===== src/rtl/sam_pkg.sv =====
package sam_pkg;

  localparam int SAMPLE_LIMIT = 82880;

  localparam int POS_W     = 18;
  localparam int MAG_W     = 17;
  localparam int AXIS_W    = 16;
  localparam int PROD_W    = 32;
  localparam int QUO_W     = 17;
  localparam int AX_NUM_W  = 34;
  localparam int ANG_NUM_W = 36;
  localparam int TRAV15_W  = 21;

  // trav * 900 * |axis| / (296 * 65535) reduces by 60 to trav * 15 * |axis| / 323306.
  // The divide is a multiply by a rounded-up reciprocal, exact for numerators
  // below 2^36.
  localparam logic [3:0]  DEG_SCALE   = 4'd15;
  localparam int          ANG_NLO_W   = 18;
  localparam int          ANG_RLO_W   = 19;
  localparam int          ANG_RECIP_W = 37;
  localparam int          ANG_SHIFT   = 55;
  localparam int          ANG_SUM_W   = ANG_SHIFT + QUO_W;
  localparam logic [ANG_RECIP_W-1:0] ANG_RECIP =
    ANG_RECIP_W'(((64'd1 << ANG_SHIFT) + 64'd323305) / 64'd323306);

  // quotient by 18000 for the fold, exact for angles below 2^17
  localparam logic [16:0] HALF_TURN    = 17'd18000;
  localparam int          FOLD_RECIP_W = 18;
  localparam int          FOLD_SHIFT   = 32;
  localparam int          FOLD_Q_W     = 3;
  localparam logic [FOLD_RECIP_W-1:0] FOLD_RECIP =
    FOLD_RECIP_W'(((64'd1 << FOLD_SHIFT) + 64'd17999) / 64'd18000);

  typedef enum logic [1:0] {
    REG_CENTER   = 2'd0,
    REG_TRAVEL   = 2'd1,
    REG_DEADBAND = 2'd2
  } reg_idx_t;

  typedef struct packed {
    logic signed [POS_W-1:0] pos;
    logic                    neg;
    logic                    zero;
    logic                    ovf;
  } ax_side_t;

  typedef struct packed {
    logic signed [POS_W-1:0]  pos;
    logic signed [AXIS_W-1:0] axis;
    logic                     neg;
  } ang_side_t;

endpackage


===== src/rtl/sam_if.sv =====
interface sam_sample_if;
  logic               valid;
  logic               ready;
  logic signed [31:0] raw_sample;
  modport source(output valid, output raw_sample, input ready);
  modport sink(input valid, input raw_sample, output ready);
endinterface

interface sam_result_if;
  logic               valid;
  logic               ready;
  logic signed [17:0] shaped_position;
  logic signed [15:0] signed_axis;
  logic        [15:0] unsigned_axis;
  logic signed [15:0] display_angle;
  modport source(output valid, output shaped_position, output signed_axis,
                 output unsigned_axis, output display_angle, input ready);
  modport sink(input valid, input shaped_position, input signed_axis,
               input unsigned_axis, input display_angle, output ready);
endinterface


===== src/rtl/steering_axis_mapper.sv =====
// Steering axis mapper: one result per sample, a new sample every cycle.
// The pipe has four front stages (center, saturate, deadband,
// scale), a 17-stage restoring divider by the travel, an axis clamp stage,
// the angle multiply, two reciprocal multiply stages for the display
// constant, a fold quotient stage and the fold/output register. A stall at
// the result port freezes the whole pipe.
// Write travel_limit and deadband_width only while no sample is in flight.
module steering_axis_mapper (
  input  logic                clk,
  input  logic                rst,
  input  logic                psel,
  input  logic                penable,
  input  logic                pwrite,
  input  logic [3:0]          paddr,
  input  logic [31:0]         pwdata,
  output logic [31:0]         prdata,
  output logic                pready,
  sam_sample_if.sink          sample,
  sam_result_if.source        result
);
  import sam_pkg::*;

  localparam logic signed [32:0]    LIM33 = 33'(SAMPLE_LIMIT);
  localparam logic [MAG_W-1:0]      LIM17 = MAG_W'(SAMPLE_LIMIT);

  // configuration
  logic signed [31:0]  center_offset;
  logic [16:0]         travel_limit;
  logic [16:0]         deadband_width;
  logic [MAG_W-1:0]    trav_sat;
  logic [MAG_W-1:0]    db_sat;
  logic [TRAV15_W-1:0] trav15;
  reg_idx_t            widx;
  reg_idx_t            ridx;

  assign pready = 1'b1;
  assign widx   = reg_idx_t'(paddr[3:2]);
  assign ridx   = reg_idx_t'(paddr[3:2]);

  always_ff @(posedge clk) begin
    if (rst) begin
      center_offset  <= '0;
      travel_limit   <= '0;
      deadband_width <= '0;
    end else if (psel && penable && pwrite) begin
      case (widx)
        REG_CENTER:   center_offset  <= pwdata;
        REG_TRAVEL:   travel_limit   <= pwdata[16:0];
        REG_DEADBAND: deadband_width <= pwdata[16:0];
        default: ;
      endcase
    end
  end

  always_comb begin
    case (ridx)
      REG_CENTER:   prdata = center_offset;
      REG_TRAVEL:   prdata = {15'd0, travel_limit};
      REG_DEADBAND: prdata = {15'd0, deadband_width};
      default:      prdata = '0;
    endcase
  end

  assign trav_sat = (travel_limit > LIM17) ? LIM17 : travel_limit;
  assign db_sat   = (deadband_width > LIM17) ? LIM17 : deadband_width;

  always_ff @(posedge clk) begin
    trav15 <= TRAV15_W'(trav_sat * DEG_SCALE);
  end

  // global stall
  logic en;
  assign en           = !result.valid || result.ready;
  assign sample.ready = en;

  // stage 1: center
  logic               v1;
  logic signed [32:0] diff1;
  always_ff @(posedge clk) begin
    if (rst) begin
      v1 <= 1'b0;
    end else if (en) begin
      v1 <= sample.valid;
    end
  end
  always_ff @(posedge clk) begin
    if (en) begin
      diff1 <= {sample.raw_sample[31], sample.raw_sample} -
               {center_offset[31], center_offset};
    end
  end

  // stage 2: saturate
  logic                    v2;
  logic signed [POS_W-1:0] pos2;
  logic signed [POS_W-1:0] sat_c;
  always_comb begin
    priority if (diff1 > LIM33) begin
      sat_c = POS_W'(LIM33);
    end else if (diff1 < -LIM33) begin
      sat_c = POS_W'(-LIM33);
    end else begin
      sat_c = diff1[POS_W-1:0];
    end
  end
  always_ff @(posedge clk) begin
    if (rst) begin
      v2 <= 1'b0;
    end else if (en) begin
      v2 <= v1;
    end
  end
  always_ff @(posedge clk) begin
    if (en) begin
      pos2 <= sat_c;
    end
  end

  // stage 3: deadband
  logic                    v3;
  logic signed [POS_W-1:0] pos3;
  logic signed [POS_W:0]   p19;
  logic signed [POS_W:0]   db19;
  logic signed [POS_W-1:0] shaped_c;
  assign p19  = {pos2[POS_W-1], pos2};
  assign db19 = {2'b00, db_sat};
  always_comb begin
    priority if (p19 > -db19 && p19 < db19) begin
      shaped_c = '0;
    end else if (p19[POS_W]) begin
      shaped_c = POS_W'(p19 + db19);
    end else begin
      shaped_c = POS_W'(p19 - db19);
    end
  end
  always_ff @(posedge clk) begin
    if (rst) begin
      v3 <= 1'b0;
    end else if (en) begin
      v3 <= v2;
    end
  end
  always_ff @(posedge clk) begin
    if (en) begin
      pos3 <= shaped_c;
    end
  end

  // stage 4: magnitude times scale
  logic                    v4;
  logic signed [POS_W-1:0] pos4;
  logic                    neg4;
  logic [PROD_W-1:0]       prod4;
  logic [POS_W-1:0]        abs_c;
  logic [MAG_W-1:0]        mag_c;
  assign abs_c = pos3[POS_W-1] ? POS_W'(-pos3) : pos3;
  assign mag_c = abs_c[MAG_W-1:0];
  always_ff @(posedge clk) begin
    if (rst) begin
      v4 <= 1'b0;
    end else if (en) begin
      v4 <= v3;
    end
  end
  always_ff @(posedge clk) begin
    if (en) begin
      pos4  <= pos3;
      neg4  <= pos3[POS_W-1];
      prod4 <= pos3[POS_W-1] ? {mag_c, 15'd0}
                             : {mag_c, 15'd0} - PROD_W'(mag_c);
    end
  end

  // divide by travel
  ax_side_t          ax_in;
  ax_side_t          ax_out;
  logic [AX_NUM_W-1:0] ax_num;
  logic [QUO_W-1:0]  ax_q;
  logic              vd1;
  assign ax_in.pos  = pos4;
  assign ax_in.neg  = neg4;
  assign ax_in.zero = (trav_sat == '0);
  assign ax_in.ovf  = {2'b00, prod4[31:17]} >= trav_sat;
  assign ax_num     = (ax_in.zero || ax_in.ovf) ? '0 : {2'b00, prod4};

  sam_div #(
    .NUM_W (AX_NUM_W),
    .DEN_W (MAG_W),
    .QUO_W (QUO_W),
    .SIDE_W($bits(ax_side_t))
  ) u_ax_div (
    .clk      (clk),
    .rst      (rst),
    .en       (en),
    .in_valid (v4),
    .num      (ax_num),
    .den      (trav_sat),
    .side_in  (ax_in),
    .out_valid(vd1),
    .quo      (ax_q),
    .side_out (ax_out)
  );

  // axis clamp
  logic                     v5;
  logic signed [POS_W-1:0]  pos5;
  logic signed [AXIS_W-1:0] axis5;
  logic [AXIS_W-1:0]        abs5;
  logic                     neg5;
  logic [AXIS_W-1:0]        abs_ax_c;
  always_comb begin
    priority if (ax_out.zero) begin
      abs_ax_c = '0;
    end else if (ax_out.neg) begin
      abs_ax_c = (ax_out.ovf || ax_q > 17'd32768) ? 16'd32768 : ax_q[AXIS_W-1:0];
    end else begin
      abs_ax_c = (ax_out.ovf || ax_q > 17'd32767) ? 16'd32767 : ax_q[AXIS_W-1:0];
    end
  end
  always_ff @(posedge clk) begin
    if (rst) begin
      v5 <= 1'b0;
    end else if (en) begin
      v5 <= vd1;
    end
  end
  always_ff @(posedge clk) begin
    if (en) begin
      pos5  <= ax_out.pos;
      abs5  <= abs_ax_c;
      neg5  <= ax_out.neg;
      axis5 <= ax_out.neg ? AXIS_W'(-abs_ax_c) : abs_ax_c;
    end
  end

  // angle multiply
  logic                       v6;
  logic [ANG_NUM_W-1:0]       a6;
  ang_side_t                  ang6;
  logic [TRAV15_W+AXIS_W-1:0] mul_c;
  assign mul_c = trav15 * abs5;
  always_ff @(posedge clk) begin
    if (rst) begin
      v6 <= 1'b0;
    end else if (en) begin
      v6 <= v5;
    end
  end
  always_ff @(posedge clk) begin
    if (en) begin
      a6        <= mul_c[ANG_NUM_W-1:0];
      ang6.pos  <= pos5;
      ang6.axis <= axis5;
      ang6.neg  <= neg5;
    end
  end

  // reciprocal multiply, split into four partial products
  logic                                   v7;
  ang_side_t                              ang7;
  logic [ANG_NLO_W+ANG_RLO_W-1:0]         pp_ll7;
  logic [ANG_NLO_W+ANG_RECIP_W-ANG_RLO_W-1:0] pp_lh7;
  logic [ANG_NUM_W-ANG_NLO_W+ANG_RLO_W-1:0]   pp_hl7;
  logic [ANG_NUM_W+ANG_RECIP_W-ANG_NLO_W-ANG_RLO_W-1:0] pp_hh7;
  always_ff @(posedge clk) begin
    if (rst) begin
      v7 <= 1'b0;
    end else if (en) begin
      v7 <= v6;
    end
  end
  always_ff @(posedge clk) begin
    if (en) begin
      pp_ll7 <= a6[ANG_NLO_W-1:0] * ANG_RECIP[ANG_RLO_W-1:0];
      pp_lh7 <= a6[ANG_NLO_W-1:0] * ANG_RECIP[ANG_RECIP_W-1:ANG_RLO_W];
      pp_hl7 <= a6[ANG_NUM_W-1:ANG_NLO_W] * ANG_RECIP[ANG_RLO_W-1:0];
      pp_hh7 <= a6[ANG_NUM_W-1:ANG_NLO_W] * ANG_RECIP[ANG_RECIP_W-1:ANG_RLO_W];
      ang7   <= ang6;
    end
  end

  // sum partial products, keep the quotient
  logic                 v8;
  ang_side_t            ang8;
  logic [QUO_W-1:0]     r8;
  logic [ANG_SUM_W-1:0] sum_c;
  assign sum_c = ANG_SUM_W'(pp_ll7)
               + (ANG_SUM_W'(pp_lh7) << ANG_RLO_W)
               + (ANG_SUM_W'(pp_hl7) << ANG_NLO_W)
               + (ANG_SUM_W'(pp_hh7) << (ANG_RLO_W + ANG_NLO_W));
  always_ff @(posedge clk) begin
    if (rst) begin
      v8 <= 1'b0;
    end else if (en) begin
      v8 <= v7;
    end
  end
  always_ff @(posedge clk) begin
    if (en) begin
      r8   <= sum_c[ANG_SUM_W-1:ANG_SHIFT];
      ang8 <= ang7;
    end
  end

  // count half turns
  logic                          v9;
  ang_side_t                     ang9;
  logic [QUO_W-1:0]              r9;
  logic [FOLD_Q_W-1:0]           k9;
  logic [QUO_W+FOLD_RECIP_W-1:0] fq_c;
  assign fq_c = r8 * FOLD_RECIP;
  always_ff @(posedge clk) begin
    if (rst) begin
      v9 <= 1'b0;
    end else if (en) begin
      v9 <= v8;
    end
  end
  always_ff @(posedge clk) begin
    if (en) begin
      r9   <= r8;
      k9   <= fq_c[QUO_W+FOLD_RECIP_W-1:FOLD_SHIFT];
      ang9 <= ang8;
    end
  end

  // fold into half turns
  logic [QUO_W-1:0] fold_rem;
  logic             fold_odd;
  logic [QUO_W-1:0] fold_mag;
  logic             fold_flip;
  logic [QUO_W:0]   fold_val;
  always_comb begin
    fold_rem = r9 - QUO_W'(k9 * HALF_TURN);
    fold_odd = k9[0];
    priority if (r9 <= HALF_TURN) begin
      fold_mag  = r9;
      fold_flip = 1'b0;
    end else if (fold_odd) begin
      fold_mag  = HALF_TURN - fold_rem;
      fold_flip = 1'b1;
    end else begin
      fold_mag  = fold_rem;
      fold_flip = 1'b0;
    end
    fold_val = (ang9.neg ^ fold_flip) ? -{1'b0, fold_mag} : {1'b0, fold_mag};
  end

  always_ff @(posedge clk) begin
    if (rst) begin
      result.valid <= 1'b0;
    end else if (en) begin
      result.valid <= v9;
    end
  end
  always_ff @(posedge clk) begin
    if (en) begin
      result.shaped_position <= ang9.pos;
      result.signed_axis     <= ang9.axis;
      result.unsigned_axis   <= {~ang9.axis[AXIS_W-1], ang9.axis[AXIS_W-2:0]};
      result.display_angle   <= fold_val[AXIS_W-1:0];
    end
  end

endmodule


===== src/rtl/sam_div.sv =====
// Restoring divider, one quotient bit per register stage. The caller keeps
// num below den << QUO_W and holds den steady while items are in flight.
module sam_div #(
  parameter int NUM_W  = 34,
  parameter int DEN_W  = 17,
  parameter int QUO_W  = 17,
  parameter int SIDE_W = 1
) (
  input  logic              clk,
  input  logic              rst,
  input  logic              en,
  input  logic              in_valid,
  input  logic [NUM_W-1:0]  num,
  input  logic [DEN_W-1:0]  den,
  input  logic [SIDE_W-1:0] side_in,
  output logic              out_valid,
  output logic [QUO_W-1:0]  quo,
  output logic [SIDE_W-1:0] side_out
);

  logic [QUO_W-1:0]  vld;
  logic [NUM_W-1:0]  rem  [QUO_W];
  logic [QUO_W-1:0]  q    [QUO_W];
  logic [SIDE_W-1:0] sd   [QUO_W];

  for (genvar i = 0; i < QUO_W; i++) begin : g_step
    localparam int K = QUO_W - 1 - i;
    logic              cur_vld;
    logic [NUM_W-1:0]  cur_rem;
    logic [QUO_W-1:0]  cur_q;
    logic [SIDE_W-1:0] cur_sd;
    logic [NUM_W:0]    shifted;
    logic [NUM_W:0]    diff;

    if (i == 0) begin : g_first
      assign cur_vld = in_valid;
      assign cur_rem = num;
      assign cur_q   = '0;
      assign cur_sd  = side_in;
    end else begin : g_next
      assign cur_vld = vld[i-1];
      assign cur_rem = rem[i-1];
      assign cur_q   = q[i-1];
      assign cur_sd  = sd[i-1];
    end

    assign shifted = {{(NUM_W+1-DEN_W){1'b0}}, den} << K;
    assign diff    = {1'b0, cur_rem} - shifted;

    always_ff @(posedge clk) begin
      if (rst) begin
        vld[i] <= 1'b0;
      end else if (en) begin
        vld[i] <= cur_vld;
      end
    end

    always_ff @(posedge clk) begin
      if (en) begin
        rem[i] <= diff[NUM_W] ? cur_rem : diff[NUM_W-1:0];
        q[i]   <= {cur_q[QUO_W-2:0], ~diff[NUM_W]};
        sd[i]  <= cur_sd;
      end
    end
  end

  assign out_valid = vld[QUO_W-1];
  assign quo       = q[QUO_W-1];
  assign side_out  = sd[QUO_W-1];

endmodule

===== src/flat_wrapper.sv =====
// flat-port wrapper written by rule: the top's interface ports become plain ports
module steering_axis_mapper_flat import sam_pkg::*;
  (clk, rst, psel, penable, pwrite, paddr, pwdata, prdata, pready, sample_valid, sample_raw_sample, sample_ready, result_valid, result_shaped_position, result_signed_axis, result_unsigned_axis, result_display_angle, result_ready);
  sam_sample_if sample_i ();
  sam_result_if result_i ();
  input  logic clk;
  input  logic rst;
  input  logic psel;
  input  logic penable;
  input  logic pwrite;
  input  logic [3:0] paddr;
  input  logic [31:0] pwdata;
  output logic [31:0] prdata;
  output logic pready;
  input wire logic [$bits(sample_i.valid)-1:0] sample_valid;
  input wire logic [$bits(sample_i.raw_sample)-1:0] sample_raw_sample;
  output wire logic [$bits(sample_i.ready)-1:0] sample_ready;
  output wire logic [$bits(result_i.valid)-1:0] result_valid;
  output wire logic [$bits(result_i.shaped_position)-1:0] result_shaped_position;
  output wire logic [$bits(result_i.signed_axis)-1:0] result_signed_axis;
  output wire logic [$bits(result_i.unsigned_axis)-1:0] result_unsigned_axis;
  output wire logic [$bits(result_i.display_angle)-1:0] result_display_angle;
  input wire logic [$bits(result_i.ready)-1:0] result_ready;
  assign sample_i.valid = sample_valid;
  assign sample_i.raw_sample = sample_raw_sample;
  assign sample_ready = sample_i.ready;
  assign result_valid = result_i.valid;
  assign result_shaped_position = result_i.shaped_position;
  assign result_signed_axis = result_i.signed_axis;
  assign result_unsigned_axis = result_i.unsigned_axis;
  assign result_display_angle = result_i.display_angle;
  assign result_i.ready = result_ready;
  steering_axis_mapper u_core (.clk(clk), .rst(rst), .psel(psel), .penable(penable), .pwrite(pwrite), .paddr(paddr), .pwdata(pwdata), .prdata(prdata), .pready(pready), .sample(sample_i), .result(result_i));
endmodule

===== config.mk =====
export PLATFORM = sky130hd
export DESIGN_NAME = steering_axis_mapper_flat
export DESIGN_NICKNAME = d
export VERILOG_FILES = /design/src/rtl/sam_pkg.sv /design/src/rtl/sam_if.sv /design/src/rtl/steering_axis_mapper.sv /design/src/rtl/sam_div.sv /design/src/flat_wrapper.sv
export SDC_FILE = /design/constraint.sdc
export NUM_CORES = 2
export LEC_CHECK = 0
export ABC_AREA = 0
export BUFFER_PORTS_ARGS = -buffer_cell sky130_fd_sc_hd__buf_2
export CORE_MARGIN = 2
export CORE_UTILIZATION = 58
export CTS_BUF_LIST = sky130_fd_sc_hd__clkbuf_16
export DETAILED_ROUTE_END_ITERATION = 6
export PLACE_DENSITY_LB_ADDON = 0.1
export SLEW_MARGIN = 20
export SYNTH_ARGS = -nofsm -noshare
export SYNTH_HDL_FRONTEND = slang
export SYNTH_SLANG_ARGS = --single-unit

===== constraint.sdc =====
create_clock -name clk -period 116.3 [get_ports clk]
set_clock_uncertainty 0.1 [all_clocks]
set_input_delay 5.815 -clock clk [delete_from_list [all_inputs] [get_ports clk]]
set_output_delay 5.815 -clock clk [all_outputs]
set_load 0.005 [all_outputs]

==> flow_summary.rst <==
.. list-table::
   :header-rows: 1

   * - Metric
     - Value
   * - Worst Path Arrival
     - 7510 ps
   * - I/O pin total
     - 176
   * - Worst Reg2Reg Path Length in Cells
     - 29
   * - Pre-antenna DRT Iters
     - 6
   * - Largest fanout on the critical path
     - 38
   * - Number of global-route vias before repair
     - 74600
   * - Most frequent cells after synthesis
     - edfxtp_1, ha_1, inv_1
   * - Complex-gate fraction of the synthesized area
     - 9.21%
   * - Maximum resistive drop on vdd
     - 0.0218 mV
   * - Clock tree from TritonCTS
     - done
   * - Synth unique cells
     - 101
   * - Initial antenna violation count
     - 5
   * - Count of endpoints failing hold in the final timing report
     - 0
   * - Setup violation total in the final timing report
     - 0
   * - Routability congestion estimate
     - 0.897
   * - Element type at the critical path end
     - output pin
   * - DRC violations left
     - 0
   * - Timing-limited maximum frequency
     - 74.5 MHz
   * - Fraction of the cycle the final worst path needs
     - 11.5%
   * - Net count reported at finish
     - 12200
   * - Prevailing post-synth register cell
     - edfxtp_1
   * - Total number of placement rows
     - 163
   * - Pin count of the biggest net entering global routing
     - 206
   * - Detail Route Antenna Nets
     - 0
   * - Period minus WS final
     - 13430 ps
   * - Area grow syn2layout
     - 8.45%
   * - Wire length of the first global-routing pass
     - 396000 µm
   * - Core outline area
     - 0.197 mm²
   * - Setup WS pre-CTS
     - 102930 ps
   * - Xor and xnor area share after synthesis
     - 4.76%
   * - Hold Crit Depth
     - 0
   * - Starting density of the core
     - 58.3%
   * - Post-CTS Hold Fix Bufs
     - 0
   * - Post_cts resized
     - 0
   * - Vertical die dimension
     - 449 µm
   * - DR WL/cell
     - 19.1 µm
   * - Mux cell area share after synthesis
     - 1.25%
   * - Number of standard cells after synthesis
     - 9901
   * - Number of cells in the finished layout apart from fillers
     - 12900
   * - Total of flip-flops plus latches after synthesis
     - 1694
   * - Synthesized area per cell
     - 11.6 µm²
   * - Num Clock Sinks
     - 1694
   * - Number of vias per cell after detailed routing
     - 5.65
   * - Clk buf depth
     - 3
   * - Adder and majority cell fraction of the synthesized area
     - 26.7%
   * - Residual overflow from global routing
     - 0
   * - H-tree levels
     - 4
   * - Count of warnings emitted by yosys
     - 0
   * - Max_cap viols
     - 0
   * - Utilization of the core after routing
     - 63.2%
   * - Leakage
     - 55.5 nW
   * - Unrepaired setup endpoints after global routing
     - no
   * - Root buffer cell
     - clkbuf_16
   * - Wire length reported by the detailed router
     - 246000 µm
   * - Post-synth net total
     - 12000
   * - CTS clock-pin slew for the worst setup and hold paths
     - 60 ps
   * - Share of cells above drive strength 1
     - 6.78%
   * - Most numerous cell in the Yosys netlist
     - edfxtp_1
   * - Die W
     - 449 µm
   * - Die Outline Area
     - 0.202 mm²
   * - Post-synthesis instance area
     - 0.115 mm²
   * - Detail Placement HPWL
     - 186000 µm
   * - Slew Limit Fails
     - 0
   * - Main combinational cell family by area after synthesis
     - adder cells
   * - CP required
     - 110380 ps
   * - Number of cells after detailed placement
     - 12600
   * - P per Cell Area
     - 26.1 mW/mm²
   * - Max transition margin
     - 24.7%
   * - Area fraction in and, or, nand and nor cells after synthesis
     - 10.1%
   * - Overall power after layout
     - 3.26 mW
   * - Transition time of the tightest slew-check pin
     - 1120 ps
   * - Vias post-DR
     - 72900
   * - Most area-hungry cell type in the Yosys netlist
     - edfxtp_1
   * - Final setup margin
     - 102870 ps
   * - Worst hold path type
     - reg2reg
   * - Share of the synthesized area in the top cell type
     - 41.3%
   * - Outcome
     - complete, no violations
   * - Total Negative Setup Slacks
     - 0 ps
   * - Cells taking the most area after synthesis
     - edfxtp_1, fa_1, ha_1
   * - Category of the worst setup path launch point
     - primary input
   * - Count of buffers inserted at the top-level ports
     - 172
   * - Buffer count from post-CTS setup fixing
     - 0
   * - GRT Overall Usage
     - 24.6%
   * - 1st-iter DRT viols
     - 4528
   * - Clock latency of the later-clocked register in the worst-skew pair
     - 850 ps
   * - Number of clock buffers inserted by TritonCTS
     - 177
   * - Sequential-to-total area share from yosys stat
     - 43.3%
   * - Number of enable-type register cells in the synthesized netlist
     - 1580
   * - Critical Setup Path Class
     - in2out
   * - Post-synth ARST share
     - 0%
==> report_power, final <==
part           switching [mW]  leakage [nW]  internal [mW]
Clock                   0.243          2.97          0.313
Sequential              0.130          18.3          0.945
Combinational           0.932          34.2          0.693
Total                    1.31          55.5           1.95
==> logic make-up after synthesis <==
logic type                 after synthesis
AOI/OAI and AO/OA                     1663
xor gates and xnor gates               623
adders and majority gates             1977
buffers and inverters                 1396
DFF                                   1694
muxes                                  133
other                                    2
and+or+nand+nor                       2413
==> critical path, cell delays in order <==
cell     delay, ps
buf_2          530
nor2b_1        460
buf_4          300
nand2_1         70
o21ai_0        140
buf_2          180
==> cell usage in the layout (no fill, tap or decap), types with 44 or more instances in the layout <==
cell,n
nand2_1,859
nand3_1,116
edfxtp_1,1580
or3_1,51
nand2b_1,120
xor2_1,231
o21ai_0,403
fa_1,788
a31oi_1,46
buf_4,60
a21o_1,158
inv_1,1212
a211oi_1,57
ha_1,1189
o21bai_1,44
nor2b_1,83
o21a_1,103
a21oi_1,491
and3_1,61
nor3_1,185
mux2_2,83
nor2_1,489
xnor2_1,391
dfxtp_1,114
and2_1,178
nand4_1,50
mux2i_1,50
buf_2,172
nor4_1,56
clkbuf_16,179
o31ai_1,72
==> state kept, by name (all words and copies together) (netlist names), 19 cells and up <==
signal,cells
u_core.ang6,34
u_core.a6,36
u_core.pp_hh7,30
u_core.center_offset,32
u_core.diff1,33
u_core.ang9,34
u_core.u_ax_div.rem,544
u_core.u_ax_div.sd,340
u_core.pp_hl7,35
u_core.ang7,34
u_core.pp_ll7,19
u_core.u_ax_div.q,153
u_core.ang8,34
u_core.trav15,21
u_core.prod4,32
u_core.pp_lh7,31
==> area by class of cell <==
cell class	count	area (µm²)
Antenna cell	2	5.00
Clock buffer	179	4480
Tap cell	2640	3300
Timing Repair Buffer	238	1410
Inverter	1183	4450
Multi-Input combinational cell	6811	59800
Sequential cell	1694	49700
Clock inverter	149	1320
Fill cell	15400	72500
==> routing by layer <==
layer / vias to the layer above / wire length, µm / track usage [%]
met5: - / 210 / 0
met4: 2 / 10200 / 9.91
met3: 463 / 9620 / 3.24
met2: 1606 / 120000 / 42.0
met1: 35700 / 106000 / 31.9
li1: 35100 / - / -
==> path summary, 6_finish.rpt <==
kind / startpoint / end / slack (ps)
worst min-delay path: u_core.u_ax_div.sd[0][183]$_DFFE_PP_ / u_core.u_ax_div.sd[0][204]$_DFFE_PP_ / 300
worst max-delay path: paddr[3] / prdata[9] / 102870
worst max register to register: u_core.travel_limit[11]$_SDFFE_PP0P_ / u_core.u_ax_div.rem[0][17]$_DFFE_PP_ / 108130
worst min register to register: u_core.u_ax_div.sd[0][183]$_DFFE_PP_ / u_core.u_ax_div.sd[0][204]$_DFFE_PP_ / 300
==> stage by stage <==
step                      instance area, µm²  hold slack, ps
after floorplan                       115000             300
after global placement                119000             300
after detailed placement              119000             305
after CTS                             124000             304
after global routing                  125000             310
final                                 125000             302
Power figures use the tool's default switching activity.
